## config.mk

```make
export PLATFORM = sky130hd
export DESIGN_NAME = bhc_ram
export DESIGN_NICKNAME = d
export VERILOG_FILES = /design/src/rtl/bhc_ram.sv
export SDC_FILE = /design/constraint.sdc
export NUM_CORES = 1
export LEC_CHECK = 0
export BUFFER_PORTS_ARGS = -buffer_cell sky130_fd_sc_hd__buf_2
export CELL_PAD_IN_SITES_DETAIL_PLACEMENT = 1
export CELL_PAD_IN_SITES_GLOBAL_PLACEMENT = 1
export CORE_ASPECT_RATIO = 1.4
export CORE_MARGIN = 1
export CORE_UTILIZATION = 57
export CTS_CLUSTER_SIZE = 16
export DETAILED_ROUTE_END_ITERATION = 8
export HOLD_SLACK_MARGIN = 0.12
export PLACE_DENSITY = 0.83
export REMOVE_ABC_BUFFERS = 1
export SYNTH_ARGS = -nofsm -noshare
export SYNTH_HDL_FRONTEND = slang
export SYNTH_SLANG_ARGS = --single-unit
```

## constraint.sdc

```tcl
create_clock -name clk -period 5 [get_ports clk]
set_clock_uncertainty 0.15 [all_clocks]
set_input_delay 0.5 -clock clk [delete_from_list [all_inputs] [get_ports clk]]
set_output_delay 0.5 -clock clk [all_outputs]
set_load 0.01 [all_outputs]
```

## src/rtl/bhc_ram.sv

```systemverilog
// ============================================================================
// bhc_ram - generic single-port-write, single-port-read synchronous RAM
// One write and one registered read per cycle.
// ============================================================================
`default_nettype none

module bhc_ram #(
    parameter int WIDTH = 8,
    parameter int DEPTH = 16
) (
    input  logic                     clk,
    input  logic                     we,
    input  logic [$clog2(DEPTH)-1:0] waddr,
    input  logic [WIDTH-1:0]         wdata,
    input  logic [$clog2(DEPTH)-1:0] raddr,
    output logic [WIDTH-1:0]         rdata
);

    logic [WIDTH-1:0] mem [DEPTH];

    always_ff @(posedge clk)
    begin
        if (we)
        begin
            mem[waddr] <= wdata;
        end
        rdata <= mem[raddr];
    end

endmodule

`default_nettype wire

```

==> flow_metrics.py, run 1 <==
metrics = {
    "status": {
        "status": "completed",
    },
    "grt": {
        "antenna_found_initial": 0,
        "track_usage_pct": 25.74,
        "grt_pass1_wl_um": 15510,
        "grt_max_degree": 33,
        "grt_overflow": 0,
        "grt_pass1_vias": 2537,
    },
    "timing": {
        "setup_viol": 0,
        "fmax_mhz": 445.8,
        "worst_pin_slew_ns": 1.055,
        "hold_viol": 0,
        "finalCritPeriodShare_pct": 44.86,
        "slew_violations": 0,
        "min_period_ns": 2.243,
        "rsz0062_at_grt": "false",
        "tns_ns": 0,
        "slew_headroom_pct": 29.64,
    },
    "floorplanning": {
        "initial_core_util_pct": 59.45,
        "die_y_um": 114.4,
        "rows": 40,
        "dieWidth_um": 82.32,
        "core_area_um2": 8658,
        "num_io_pins": 26,
        "dieArea_um2": 9420,
    },
    "routing": {
        "wl_per_cell_um": 27.09,
        "vias_per_cell": 6.178,
        "drt-pass1-iter-count": 4,
        "wirelength_um": 10380,
        "antenna_left": 0,
        "drc": 0,
        "drt_iter0_markers": 156,
        "vias": 2366,
    },
    "critical_path": {
        "end_kind": "flip-flop",
        "slowest_stage": "buf_2",
        "reg2reg_from": "mem[1][5]",
        "r2r-end": "rdata[5]",
        "critPathKind": "primary input to flip-flop",
        "required_ns": 5.14,
        "crit_chain": "buf_2 > mux4_1 > a22oi_1 > nand2_1",
        "cp.arrival_ns": 2.38,
        "crit_family": "buffers and inverters",
        "regToRegSetupSlack_ns": 3.44,
        "ff2ff_path_depth": 3,
        "cp_num_cells": 4,
        "cp-start-kind": "primary input",
        "crit_fanout": 32,
        "startpoint": "raddr[0]",
        "slowest_delay_ns": 0.78,
        "cp_num_buf_inv": 1,
        "cp-endpoint": "rdata[1]",
    },
    "synthesis": {
        "synth.top_cells.by_count": "edfxtp_1 (128), mux4_2 (18), a22oi_1 (16), mux4_1 (14), nor2_1 (13)",
        "ys_seq_elements": 136,
        "syn_area_um2": 5147,
        "ys_seq_area_share_pct": 77.78,
        "ys.flop_type": "edfxtp_1",
        "synth_cells": 229,
        "synth-edff-count": 128,
        "yosysUniqueCellTypes": 19,
        "syn_area_per_cell_um2": 22.48,
        "ys_top_cells_by_area": "edfxtp_1 (75%), mux4_2 (7.9%), mux4_1 (7.1%), dfxtp_1 (3.1%), a22oi_1 (2.3%)",
        "yosys_warnings": 0,
        "synth_top_area_share_pct": 74.67,
        "yosysMostFrequentCell": "edfxtp_1",
        "yosysTopAreaCell": "edfxtp_1",
        "synth-async-reset-ratio_pct": 0,
    },
    "clock_network": {
        "cts_setup_buffers": 0,
        "clkSinkCount": 136,
        "cts_root_buf": "clkbuf_16",
        "cts_buffers": 17,
        "cts_tree": "done",
        "post_cts_resized": 0,
        "h-tree-depth": 4,
        "clkSlewWorstSetupHoldPaths_ns": 0.06,
        "cts_hold_buf": 0,
        "worstSkewPairLatency_ns": 0.42,
        "cts_buffer_depth": 2,
    },
    "pwr": {
        "p_leak_uw": 0.002058,
        "p_comb_share_pct": 3.9,
        "ir_drop_mv": 0.4466,
        "p_sw_uw": 511.2,
        "clkPwrFrac_pct": 52.0,
        "seq_power_share_pct": 44.1,
        "p_int_uw": 2403,
        "p_per_area_nw_per_um2": 480.2,
        "p_sw_share_pct": 17.54,
    },
    "finish": {
        "area_delta_synth_final_pct": 17.91,
        "drive_gt1_share_pct": 28.06,
        "antennaDiodeCount": 0,
        "final-seq-area_um2": 4004,
        "fin_cells": 383,
        "fillers": 675,
        "multiInputGateArea_um2": 1067,
        "layout.nets": 283,
    },
    "placed_design": {
        "gp_congestion": 0.7540,
        "io_buffers": 25,
        "place_inst": 350,
        "dpl.hpwl_um": 6459,
    },
    "run": {
        "maxCapViolCount": 0,
    },
    "min_path": {
        "hp-class": "primary input to flip-flop",
    },
}
[how the worst min path moves through the flow]
stage / from / to / slack (ns) / cells past startpoint
floorplan: wdata[0] / mem[0][0] / 0.45 / 0
global placement: mem[7][3] / rdata[3] / 0.49 / 3
detailed placement: mem[13][4] / rdata[4] / 0.52 / 3
CTS: wdata[0] / mem[4][0] / 0.31 / 1
global route: wdata[0] / mem[4][0] / 0.32 / 1
finish: wdata[0] / mem[4][0] / 0.32 / 1
[registers in the layout (all words and copies together) (netlist names)]
name   count
mem      128
rdata      8
[power groups by stage]
stage	Sequential, uW	Combinational [uW]	Clock (uW)
detailed placement	1310	114	0
global placement	1310	110	0
floorplan	1310	51.1	0
global route	1290	125	1570
CTS	1280	116	1530
finish	1280	114	1520
[cells in the final DEF (no fill, tap or decap)]
cell type / netlist / routed
clkinvlp_4: 0 / 1
nand2b_1: 2 / 2
dfxtp_1: 8 / 8
and2b_1: 1 / 1
nand3_1: 1 / 1
buf_2: 3 / 25
clkinv_1: 0 / 1
nor3_2: 0 / 2
clkbuf_2: 0 / 1
clkinv_4: 0 / 1
and2_1: 1 / 1
mux4_1: 14 / 14
nor3_1: 4 / 2
or3b_2: 1 / 1
bufinv_16: 0 / 9
nand2_1: 9 / 9
mux4_2: 18 / 18
edfxtp_1: 128 / 128
clkbuf_1: 0 / 1
nand3b_1: 2 / 2
a22oi_1: 16 / 16
nor2_1: 13 / 13
clkinv_2: 0 / 2
nor2b_1: 1 / 1
buf_4: 1 / 1
clkbuf_16: 0 / 17
[logic make-up after synthesis]
| kind of cell | after synthesis | share of synthesized area (%) |
|---|---|---|
| compound gates | 16 | 2.334 |
| buf+inv | 10 | 1.677 |
| flops | 136 | 77.78 |
| mux | 32 | 15.02 |
| simple gates | 35 | 3.184 |
[area by class of cell]
| cell class | count | area share [%] |
|---|---|---|
| flip-flops and latches | 136 | 65.97 |
| multi-input cells | 83 | 17.58 |
| repair buffers | 27 | 2.268 |
| clock inverters | 14 | 4.947 |
| well taps | 105 | 2.165 |
| clock buffers | 18 | 7.071 |
[routing by layer]
metal | global-route usage (%) | vias up | wire, um
met5 | 0 | - | 0
met3 | 7.888 | 13 | 536
li1 | - | 1047 | -
met1 | 32.65 | 1216 | 4096
met4 | 9.708 | 0 | 150
met2 | 41.54 | 90 | 5593
[through the flow]
stage	cell area, um^2	hold WS, ns	power, uW	worst slack (ns)	utilization, %
CTS	6065	0.3056	2935	2.688	70.04
global placement	5335	0.4945	1415	2.300	61.62
global route	6070	0.3212	2983	2.625	70.10
finish	6070	0.3160	2915	2.757	70.10
floorplan	5061	0.4489	1358	2.857	-
detailed placement	5335	0.5222	1422	2.230	61.62
[worst reg2reg max path, stage by stage, from the launching register on]
cell and delay, ns:
edfxtp_1 0.36, mux4_1 0.55, a22oi_1 0.31, nand2_1 0.09
(Power assumes the default switching activity.)
==> run 2: changes to the inputs <==
--- a/config.mk
+++ b/config.mk
@@ -10,11 +10,11 @@
 export CELL_PAD_IN_SITES_GLOBAL_PLACEMENT = 1
 export CORE_ASPECT_RATIO = 1.4
 export CORE_MARGIN = 1
-export CORE_UTILIZATION = 57
+export CORE_UTILIZATION = 48
 export CTS_CLUSTER_SIZE = 16
 export DETAILED_ROUTE_END_ITERATION = 8
 export HOLD_SLACK_MARGIN = 0.12
-export PLACE_DENSITY = 0.83
+export PLACE_DENSITY = 0.74
 export REMOVE_ABC_BUFFERS = 1
 export SYNTH_ARGS = -nofsm -noshare
 export SYNTH_HDL_FRONTEND = slang
==> constraint.sdc (replaced) <==
create_clock -name clk -period 1.8 [get_ports clk]
set_clock_uncertainty 0.15 [all_clocks]
set_input_delay 0.18 -clock clk [delete_from_list [all_inputs] [get_ports clk]]
set_output_delay 0.18 -clock clk [all_outputs]
set_load 0.01 [all_outputs]
==> flow_metrics.py, run 2 (synthesized netlist as in run 1, its figures left out) <==
metrics = {
    "grt": {
        "antenna_found_initial": 0,
        "grt_max_degree": 33,
        "grtUsageMet3_pct": 6.494,
        "grt_pass1_vias": 2830,
        "grt_overflow": 0,
        "busiest_layer": "met2",
        "grt_util_met1_pct": 28.05,
        "grt_use_met2_pct": 36.28,
        "track_usage_pct": 22.49,
        "grt_pass1_wl_um": 16790,
    },
    "timing": {
        "hold_viol": 0,
        "min_period_ns": 1.600,
        "rsz0062_at_grt": "false",
        "finalCritPeriodShare_pct": 88.89,
        "holdWs_ns": 0.1929,
        "setup_viol": 0,
        "fmax_mhz": 625.0,
        "worst_pin_slew_ns": 0.4734,
        "slew_violations": 0,
        "slew_headroom_pct": 68.44,
    },
    "finish": {
        "regMostFlops": "mem",
        "layout.nets": 313,
        "area_delta_synth_final_pct": 21.27,
        "fin_area_um2": 6242,
        "final_common_cell": "edfxtp_1",
        "fillers": 888,
        "top_regs": "mem (128), rdata (8)",
        "antennaDiodeCount": 0,
        "layout_common_cells": "edfxtp_1 (128), buf_2 (25), buf_4 (21)",
        "largest_reg_flops": 128,
        "drive_gt1_share_pct": 31.17,
    },
    "placed_design": {
        "gp_congestion": 0.7040,
        "place_area_um2": 5577,
        "dpl.hpwl_um": 6967,
        "io_buffers": 25,
    },
    "routing": {
        "vias_per_cell": 5.679,
        "drt_iter0_markers": 232,
        "vias": 2533,
        "wirelength_um": 11040,
        "drt-pass1-iter-count": 5,
        "wl_per_cell_um": 24.76,
        "antenna_left": 0,
        "drc": 0,
    },
    "clock_network": {
        "h-tree-depth": 4,
        "cts_setup_buffers": 0,
        "worstSkewPairLatency_ns": 0.41,
        "clkSlewWorstSetupHoldPaths_ns": 0.06,
        "cts_tree": "done",
        "post_cts_resized": 0,
        "cts_hold_buf": 8,
        "cts_buffers": 17,
        "clkSinkCount": 136,
        "cts_buffer_depth": 2,
        "cts_root_buf": "clkbuf_16",
    },
    "floorplanning": {
        "num_io_pins": 26,
        "initial_core_util_pct": 49.47,
        "dieWidth_um": 89.52,
        "dieArea_um2": 11150,
        "rows": 44,
        "core_area_um2": 10410,
        "die_y_um": 124.5,
    },
    "critical_path": {
        "cp-start-kind": "flip-flop",
        "required_ns": 1.94,
        "ff2ff_path_depth": 3,
        "cp.arrival_ns": 1.74,
        "critPathKind": "flip-flop to flip-flop",
        "crit_fanout": 1,
        "end_kind": "flip-flop",
    },
    "min_path": {
        "hp-class": "primary input to flip-flop",
        "hold_depth": 3,
    },
    "run": {
        "maxCapViolCount": 0,
    },
    "pwr": {
        "p_per_area_nw_per_um2": 1176,
        "finalPower_uw": 7338,
        "p_leak_uw": 0.002146,
        "ir_drop_mv": 0.6923,
    },
    "status": {
        "status": "completed",
    },
}
==> run 2: metrics by stage <==
stage                     util [%]  cells  worst slack [ns]  setup TNS [ns]
final                        59.99    446            0.1999               0
after global routing         59.99    446            0.1265               0
after CTS                    59.99    446            0.1836               0
after detailed placement     53.60    406          -0.01335        -0.01335
after global placement       53.60    406           0.04771               0
after floorplan                  -    219          -0.02287         -0.1830
==> run 2: layout make-up <==
cell class	count	area [um^2]	share of cell area [%]
sequential	136	4004	64.14
multi-input combinational	83	1057	16.94
clock buffer	18	429.2	6.875
timing repair buffer	57	422.9	6.775
tap	138	172.7	2.766
clock inverter	14	156.4	2.506
==> run 2: worst paths after layout <==
| check | from | end | slack [ns] |
|---|---|---|---|
| hold / removal | waddr[0] | mem[0][4] | 0.19 |
| setup / recovery | mem[0][1] | rdata[1] | 0.20 |
| hold reg to reg | mem[15][2] | rdata[2] | 0.53 |
| setup reg to reg | mem[0][1] | rdata[1] | 0.20 |
==> run 2: worst max-delay path, cell delays in order, from the launching register on <==
cell and delay (ns):
edfxtp_1 0.37, mux4_1 0.56, a22oi_1 0.32, nand2_1 0.10
==> run 2: layer usage <==
layer	wire, um	share of wire, %
met5	0	0
met2	5978	54
met1	4384	40
met3	540	4.9
met4	139	1.3
==> run 2: report_power, final <==
group / total, uW / switching [uW] / internal (uW)
registers: 3570 / 23.8 / 3540
logic: 367 / 203 / 164
clock network: 3410 / 1250 / 2160
total: 7340 / 1470 / 5860
