`src/rtl/bhc_pkg.sv`:
```
// ============================================================================
// bhc_pkg - shared types, constants and helpers of the B-H curve evaluator
// Fixed-point word types, saturation helpers, status and register codes.
// ============================================================================
`default_nettype none

package bhc_pkg;

    typedef logic signed [63:0] word_t;
    typedef logic        [63:0] uword_t;
    typedef logic signed [47:0] q16_t;

    // Intermediates saturate to plus or minus two to the power of 61.
    localparam word_t CAP     = 64'sh2000_0000_0000_0000;
    localparam word_t NEG_CAP = -64'sh2000_0000_0000_0000;
    localparam word_t ONE     = 64'sh0000_0000_4000_0000;
    localparam word_t OUT_MAX = 64'sh0000_7FFF_FFFF_FFFF;
    localparam word_t OUT_MIN = -64'sh0000_8000_0000_0000;

    typedef enum logic [2:0] {
        ST_LINEAR = 3'd0,
        ST_ZERO   = 3'd1,
        ST_EXTRAP = 3'd2,
        ST_INTERP = 3'd3,
        ST_BELOW  = 3'd4,
        ST_LOADED = 3'd5
    } status_t;

    typedef enum logic {
        OP_LOAD = 1'b0,
        OP_EVAL = 1'b1
    } op_t;

    typedef enum logic [1:0] {
        CFG_TABLE_POINTS = 2'd0,
        CFG_LIN_RELUCT   = 2'd1,
        CFG_LIN_GAIN     = 2'd2
    } cfg_reg_t;

    typedef struct packed {
        logic        [30:0] flux;
        logic signed [47:0] field;
        logic signed [47:0] slope;
    } entry_t;

    typedef struct packed {
        logic       start;
        word_t      a;
        uword_t     b;
        logic [5:0] shift;
    } arith_req_t;

    typedef struct packed {
        logic  done;
        word_t result;
    } arith_rsp_t;

    function automatic uword_t magn(input word_t x);
        word_t n;
        n = -x;
        return x[63] ? uword_t'(n) : uword_t'(x);
    endfunction

    function automatic word_t clampc(input word_t x);
        word_t y;
        y = x;
        if (y > CAP) y = CAP;
        if (y < NEG_CAP) y = NEG_CAP;
        return y;
    endfunction

    function automatic word_t sadd(input word_t a, input word_t b);
        word_t s;
        s = clampc(a) + clampc(b);
        return clampc(s);
    endfunction

    function automatic q16_t out48(input word_t x);
        word_t y;
        y = x;
        if (y > OUT_MAX) y = OUT_MAX;
        if (y < OUT_MIN) y = OUT_MIN;
        return y[47:0];
    endfunction

endpackage

`default_nettype wire

```
`src/rtl/bhc_mul.sv`:
```
// ============================================================================
// bhc_mul - bit-serial signed fractional multiplier
// Magnitude product one bit per cycle, then shift, saturation and sign.
// ============================================================================
`default_nettype none

module bhc_mul
    import bhc_pkg::*;
(
    input  logic       clk,
    input  logic       rst_n,
    input  arith_req_t req,
    output arith_rsp_t rsp
);

    localparam logic [5:0] LAST_STEP = 6'd63;

    logic         busy_reg, busy_next;
    logic         fin_reg, fin_next;
    logic         done_reg, done_next;
    logic [5:0]   cnt_reg, cnt_next;
    logic [128:0] acc_reg, acc_next;
    uword_t       mcand_reg, mcand_next;
    logic         neg_reg, neg_next;
    logic [5:0]   shift_reg, shift_next;
    word_t        result_reg, result_next;
    logic [64:0]  partial;
    logic [127:0] prod_sh;
    uword_t       mag;

    always_comb
    begin
        partial     = acc_reg[128:64] + (acc_reg[0] ? {1'b0, mcand_reg} : 65'd0);
        prod_sh     = acc_reg[127:0] >> shift_reg;
        mag         = (prod_sh > {64'd0, uword_t'(CAP)}) ? uword_t'(CAP) : prod_sh[63:0];
        busy_next   = busy_reg;
        fin_next    = fin_reg;
        done_next   = 1'b0;
        cnt_next    = cnt_reg;
        acc_next    = acc_reg;
        mcand_next  = mcand_reg;
        neg_next    = neg_reg;
        shift_next  = shift_reg;
        result_next = result_reg;
        if (req.start)
        begin
            acc_next   = {65'd0, magn(word_t'(req.b))};
            mcand_next = magn(req.a);
            neg_next   = req.a[63] ^ req.b[63];
            shift_next = req.shift;
            cnt_next   = '0;
            busy_next  = 1'b1;
        end
        else if (busy_reg)
        begin
            acc_next = {1'b0, partial, acc_reg[63:1]};
            cnt_next = cnt_reg + 6'd1;
            if (cnt_reg == LAST_STEP)
            begin
                busy_next = 1'b0;
                fin_next  = 1'b1;
            end
        end
        else if (fin_reg)
        begin
            result_next = neg_reg ? -word_t'(mag) : word_t'(mag);
            fin_next    = 1'b0;
            done_next   = 1'b1;
        end
    end

    always_ff @(posedge clk or negedge rst_n)
    begin
        if (!rst_n)
        begin
            busy_reg <= 1'b0;
            fin_reg  <= 1'b0;
            done_reg <= 1'b0;
            cnt_reg  <= '0;
        end
        else
        begin
            busy_reg <= busy_next;
            fin_reg  <= fin_next;
            done_reg <= done_next;
            cnt_reg  <= cnt_next;
        end
    end

    always_ff @(posedge clk)
    begin
        acc_reg    <= acc_next;
        mcand_reg  <= mcand_next;
        neg_reg    <= neg_next;
        shift_reg  <= shift_next;
        result_reg <= result_next;
    end

    assign rsp.done   = done_reg;
    assign rsp.result = result_reg;

endmodule

`default_nettype wire

```
`config.mk`:
```
export PLATFORM = sky130hd
export DESIGN_NAME = bhc_mul
export DESIGN_NICKNAME = d
export VERILOG_FILES = /design/src/rtl/bhc_pkg.sv /design/src/rtl/bhc_mul.sv
export SDC_FILE = /design/constraint.sdc
export NUM_CORES = 1
export LEC_CHECK = 0
export BUFFER_PORTS_ARGS = -buffer_cell sky130_fd_sc_hd__buf_2
export CORE_AREA = 4 4 350 352
export DETAILED_ROUTE_END_ITERATION = 6
export DIE_AREA = 0 0 354 356
export SLEW_MARGIN = 40
export SYNTH_ARGS = -nofsm -noshare
export SYNTH_HDL_FRONTEND = slang
export SYNTH_SLANG_ARGS = --single-unit
```
`constraint.sdc`:
```
create_clock -name clk -period 11.1 [get_ports clk]
set_input_delay 1.11 -clock clk [delete_from_list [all_inputs] [get_ports clk]]
set_output_delay 1.11 -clock clk [all_outputs]
set_load 0.01 [all_outputs]
```
==> results of run 1 <==
## cells by family (layout without fill, tap and decap cells)
logic type | after synthesis | in the layout | synth area share (%)
multiplexers | 505 | 505 | 25.3
AO/OA/AOI/OAI | 834 | 834 | 19.1
buffers and inverters | 284 | 349 | 4.51
XOR/XNOR | 218 | 218 | 6.45
adder cells (fa/ha/maj) | 69 | 69 | 2.94
flip-flops | 272 | 272 | 25.3
other | 0 | 16 | 0
AND/OR/NAND/NOR | 988 | 988 | 16.4
## critical path, delay by kind of cell, from the launching register on
| family | cells | cell delay [ns] |
|---|---|---|
| simple gates | 9 | 3.07 |
| buf+inv | 4 | 1.54 |
| compound gates | 6 | 1.35 |
| flops | 1 | 0.31 |
| fa+ha+maj | 1 | 0.28 |
| mux | 2 | 0.65 |
## power breakdown
group | internal, mW | switching [mW]
clock network | 0.663 | 0.474
logic | 1.23 | 1.71
registers | 1.25 | 0.352
total | 3.14 | 2.54
## routing by layer
| metal | vias to the layer above | GRT usage, % | share of wire [%] |
|---|---|---|---|
| met5 | - | 0 | 0.16 |
| met4 | 28 | 5.40 | 3.5 |
| met3 | 246 | 4.13 | 9.7 |
| met2 | 1408 | 26.3 | 45 |
| met1 | 13200 | 22.9 | 42 |
| li1 | 12400 | - | - |
## worst min-delay path by stage
stage	startpoint	to	slack, ns	cells past startpoint
after floorplan	fin_reg	done_reg	0.47	1
after global placement	fin_reg	fin_reg	0.49	2
after detailed placement	fin_reg	done_reg	0.50	1
after CTS	rst_n	cnt_reg[1]	0.35	1
after global routing	rst_n	cnt_reg[1]	0.37	1
final	rst_n	cnt_reg[1]	0.38	1
## Yosys cell counts (all sizes together), types with 26 or more instances
cell and count:
inv 49, ha 68, nor2 290, xor2 100, nand2b 36, o31ai 51
nand4 26, edfxtp 199, o22ai 56, o211ai 27, mux4 179, a21oi 164
xnor2 118, o21ai 174, nand3 57, and2 89, buf 117, a211oi 34
mux2 143, nand2 237, clkbuf 118, dfxtp 64, nor2b 26, mux2i 183
o21a 30, nor3 74, a21o 49, or3 35
## stage by stage
step           setup WS, ns  hold slack, ns
2_1_floorplan          4.87           0.468
4_1_cts                3.75           0.350
5_1_grt                3.29           0.373
6_report               3.53           0.377
3_5_place_dp           3.74           0.499
3_3_place_gp           3.71           0.491
## cell type report
| cell class | instances | area, um^2 |
|---|---|---|
| Fill cell | 12700 | 86300 |
| Multi-Input combinational cell | 2614 | 20800 |
| Sequential cell | 272 | 7480 |
| Tap cell | 1612 | 2020 |
| Timing Repair Buffer | 237 | 1400 |
| Clock buffer | 43 | 951 |
| Clock inverter | 20 | 188 |
| Inverter | 49 | 186 |
| Antenna cell | 16 | 40.0 |
==> impl_metrics.ini, run 1 <==
[hold_path]
hp-class = input port to asynchronous set/reset pin

[layout]
layout_common_cells = 288 x nor2_1, 237 x nand2_1, 199 x edfxtp_1, 198 x buf_2, 182 x mux2i_1
largest_reg_flops = 128
mostFrequentLayoutCell = nor2_1
drive_gt1_share_pct = 21.1
nets = 3415
syn2layout_area_growth_pct = 11.7
fin_util_pct = 27.7
fin_area_mm2 = 0.0331
finalNonFillerCells = 4863

[synthesis]
synthFlopType = edfxtp_1
syn_avg_cell_area_um2 = 9.34
yosysTopAreaCell = edfxtp_1
synth-warning-count = 0
ys_ff_latch = 272
postSynthCellCount = 3170
synth-edff-count = 199
synthArstFlopShare_pct = 3.31
netlist-cell-type-count = 95
synth.net_count = 3376
yosysSeqAreaShare_pct = 25.3
synthTopCellsByArea = edfxtp_1 20%, mux4_2 14%, mux2i_1 6.2%
netlist_area_mm2 = 0.0296
yosys.area.top_type_share_pct = 20.2

[sta]
slew_viol_final = 0
tightest_slew_ns = 0.864
final.min_clock_period_ns = 7.57
setup_viol = 0
rsz0062_at_grt = false
max_freq_mhz = 132
skew_ns = 0.0237
period_share_pct = 68.2
slew_headroom_pct = 42.1
fin_setup_tns_ns = 0
hold_viol_final = 0

[drt]
ant_nets = 0
routed_wl_mm = 111
avgViaCountPerCell = 5.61
firstDrtPassIters = 6
routedWlPerCell_um = 22.9
num_vias = 27300
drc_errors = 0
initialDrtViolationCount = 3585

[cts]
cts.path.max_buffers = 3
cts-resized-gates = 0
cts_setup_buffers = 0
clkTransAtPathRegs_ns = 0.06
insertion_delay_ns = 0.58
cts_tree = yes
root_buffer = clkbuf_16
htreeDepth = 2
cts_hold_buf = 0
cts.sinks = 272
numCtsBuffers = 35

[power_and_ir_drop]
powerDensity_mw_per_mm2 = 172
p_leak_nw = 12.5
total_power_mw = 5.68
irDropWorstVdd_v = 0.000112

[setup_path]
r2r_end = result_reg[60]
crit_path_max_fanout = 76
crit-reg2reg-launch = shift_reg[4]
ff2ff_setup_slack_ns = 3.53
start_kind = register
endpoint_kind = register
rr_worst_depth = 22
crit_start = shift_reg[4]
cp_slowest_stage_delay_ns = 0.64
cpMaxStageDelayCell = buf_6
cp.required_ns = 11.40
crit_end = result_reg[60]
cp_cell_sequence = buf_4 > buf_6 > nand2b_1 > o22ai_1 > or2_2 > mux4_2 > a22oi_1 > inv_1 > nand3_1 > nand4b_1 > o41a_2 > nand2b_1 > ha_1 > inv_1 > a21o_1 > nor4_1 > and3_1 > or4b_1 > or4_4 > o31a_1 > mux2i_1 > o21ai_1
crit_arrival_ns = 7.87
worstSetupPathType = register to register

[die]
core_mm2 = 0.119
start_util_pct = 24.8
die_h_um = 356
fp.dieW_um = 354
ios = 202
num_rows = 127
die-area_mm2 = 0.126

[placed_design]
place_congestion = 0.977
place_inst = 4782
io_buffers = 201
place_hpwl_mm = 84.9
dpl_cell_area_mm2 = 0.0318

[status]
status = finished clean

[grt]
grt_overflow = 0
antenna_found_initial = 31
grt_pass1_vias = 25500
grt_usage_pct = 16.8
grt_max_degree = 154
grt_pass1_wl_mm = 166

[job]
maxCapViolCount = 0
No activity file was read; power rests on OpenSTA's default activity.
==> run 2: changes to the inputs <==
- ABC_AREA: default -> 1
- CORE_AREA: 4 4 350 352 -> 4 4 346 348
- DIE_AREA: 0 0 354 356 -> 0 0 350 352
- clock period: 11.1 -> 6.75 ns (I/O delays scaled with it)
==> run 2 against run 1 <==
Effect of this change: the flow now finishes with violations (design-rule violations); via count is 19% higher; clock-buffer cell count rose by 3; critical path depth is 3 higher; power is 31% higher; sequential power increased by 46%; sequential cell count did not move; synthesized area fell by 2.0%; final area is 2.5% lower; largest cell class unchanged.
==> impl_metrics.ini, run 2 <==
[die]
die-area_mm2 = 0.123
ios = 202
core_mm2 = 0.116
num_rows = 125
fp.dieW_um = 350
start_util_pct = 25.0
die_h_um = 352

[sta]
hold_slack_ns = 0.220
final.min_clock_period_ns = 5.44
max_freq_mhz = 184
period_share_pct = 80.6
slew_viol_final = 0
fin_setup_tns_ns = 0
rsz0062_at_grt = false
tightest_slew_ns = 0.820
skew_ns = 0.0655
setup_viol = 0
hold_viol_final = 0
slew_headroom_pct = 45.3
timing.final.ws_setup_ns = 1.31

[synthesis]
netlist-cell-type-count = 61
synth.net_count = 4942
synthArstFlopShare_pct = 3.31
syn_avg_cell_area_um2 = 6.13
synthTopCellsByArea = edfxtp_1 21%, nand3_1 19%, nand2_1 17%
yosysSeqAreaShare_pct = 25.8
yosysTopAreaCell = edfxtp_1
postSynthCellCount = 4736
netlist_area_mm2 = 0.0290
yosys.area.top_type_share_pct = 20.6
synthFlopType = edfxtp_1
synth-warning-count = 0
ys_ff_latch = 272
synth_most_common_cell = nand2_1
synth-edff-count = 199
synth_common_cells = 1,338 x nand2_1, 1,075 x nand3_1, 413 x nor2_1

[placed_design]
dpl_cell_area_mm2 = 0.0310
io_buffers = 201
place_hpwl_mm = 90.5
place_congestion = 0.996
place_inst = 6251
place_ws_ns = 1.47

[layout]
finalNonFillerCells = 6326
layout_common_cells = 1,338 x nand2_1, 1,075 x nand3_1, 412 x nor2_1, 391 x inv_1, 225 x o21ai_0
nets = 4972
drive_gt1_share_pct = 7.01
mostFrequentLayoutCell = nand2_1
largest_reg_flops = 128
syn2layout_area_growth_pct = 11.2
ff_latch_area_mm2 = 0.00748
fin_area_mm2 = 0.0323
multiInputGateArea_mm2 = 0.0188
fillers = 13200

[hold_path]
min_path_cells = 1
hp-class = input port to register
hold_end = shift_reg[2]
hold_start = req[2]

[status]
failed_checks = design-rule violations
status = complete, but fails checks

[drt]
ant_nets = 0
drc_errors = 2
avgViaCountPerCell = 5.14
num_vias = 32500
firstDrtPassIters = 7
routed_wl_mm = 114
initialDrtViolationCount = 4118
routedWlPerCell_um = 18.0

[job]
maxCapViolCount = 0

[grt]
grt_overflow = 0
grt_usage_pct = 17.7
grt_max_degree = 135
grt_pass1_vias = 29600
grt_pass1_wl_mm = 175
antenna_found_initial = 15

[cts]
cts-resized-gates = 0
cts_tree = yes
insertion_delay_ns = 0.63
numCtsBuffers = 36
root_buffer = clkbuf_16
htreeDepth = 2
cts.path.max_buffers = 3
clkTransAtPathRegs_ns = 0.06
cts.sinks = 272

[power_and_ir_drop]
irDropWorstVdd_v = 0.000163
powerDensity_mw_per_mm2 = 230
p_leak_nw = 15.6

[setup_path]
r2r_end = result_reg[62]
endpoint_kind = register
crit_path_max_fanout = 63
worstSetupPathType = register to register
start_kind = register
crit_arrival_ns = 5.77
rr_worst_depth = 25
cp.required_ns = 7.08
crit-reg2reg-launch = shift_reg[2]
ff2ff_setup_slack_ns = 1.31
## run 2: cell count changes in the layout (fill, tap and decap cells not counted), sizes merged, moves of 36 or more
cell,delta
a21o,-45
nand2,+1109
o22ai,-56
o21ai,+92
mux2i,-183
mux4,-179
mux2,-143
and2,-82
inv,+351
nand3,+1019
nor2,+127
xnor2,-56
nand2b,-36
## run 2: worst max-delay path: stages, from the launching register on
cell and delay [ns]:
edfxtp_1 0.36, buf_4 0.55, buf_4 0.70, nand3_1 0.23, nand3_1 0.16, nand3_1 0.23
nand2_1 0.28, o21ai_0 0.24, nand2_1 0.13, nor2_1 0.04, nand2_1 0.05, nor2_1 0.04
nand2_1 0.05, nor2_1 0.05, nand2_2 0.07, nand2_4 0.23, nand2_1 0.21, ha_1 0.20
o21ai_2 0.07, inv_1 0.10, nand2_1 0.08, nor2_1 0.18, nand2_1 0.08, nand2_1 0.35
nand3_1 0.16, o21bai_1 0.21
## run 2: worst max path at each step
stage            startpoint              to  cells after the start
5_1_grt        shift_reg[0]  result_reg[62]                     28
6_report       shift_reg[2]  result_reg[62]                     25
2_1_floorplan      busy_reg   result_reg[0]                      5
4_1_cts        shift_reg[1]  result_reg[62]                     28
3_5_place_dp   shift_reg[1]  result_reg[62]                     28
3_3_place_gp   shift_reg[2]  result_reg[62]                     25
## run 2: cell families after synthesis
kind of cell	synth area share, %
simple gates	44.5
buf+inv	9.59
compound gates	11.2
flops	25.8
xor+xnor	5.85
fa+ha+maj	3.00
## run 2: metal layers
metal	vias to the layer above	part of all wire (%)	global-route usage, %
li1	16100	-	-
met1	14900	48	26.9
met2	1383	41	25.8
met3	125	8.8	3.49
met4	10	1.8	3.69
met5	-	0.064	0
## run 2: report_power, final
group	internal, mW	switching (mW)
clock	1.07	0.842
combinational	0.958	2.22
sequential	2.03	0.313
## run 2: metrics by stage
| step | utilization [%] | power (mW) |
|---|---|---|
| 2_1_floorplan | - | 4.45 |
| 3_3_place_gp | 26.7 | 5.44 |
| 3_5_place_dp | 26.7 | 5.45 |
| 4_1_cts | 27.7 | 7.40 |
| 5_1_grt | 27.8 | 7.94 |
| 6_report | 27.8 | 7.43 |
## run 2: cell type report
type / instances / area share, %
multi-input combinational: 3813 / 58.2
sequential: 272 / 23.2
tap: 1524 / 5.91
inverter: 407 / 4.79
timing repair buffer: 236 / 4.23
clock buffer: 46 / 2.97
clock inverter: 19 / 0.655
antenna: 9 / 0.0698
## run 2: what timing repair did
item | in CTS | in global routing
hold buffers | 1 | 0
setup buffers | 0 | 0
hold endpoints to repair | 9 | 0
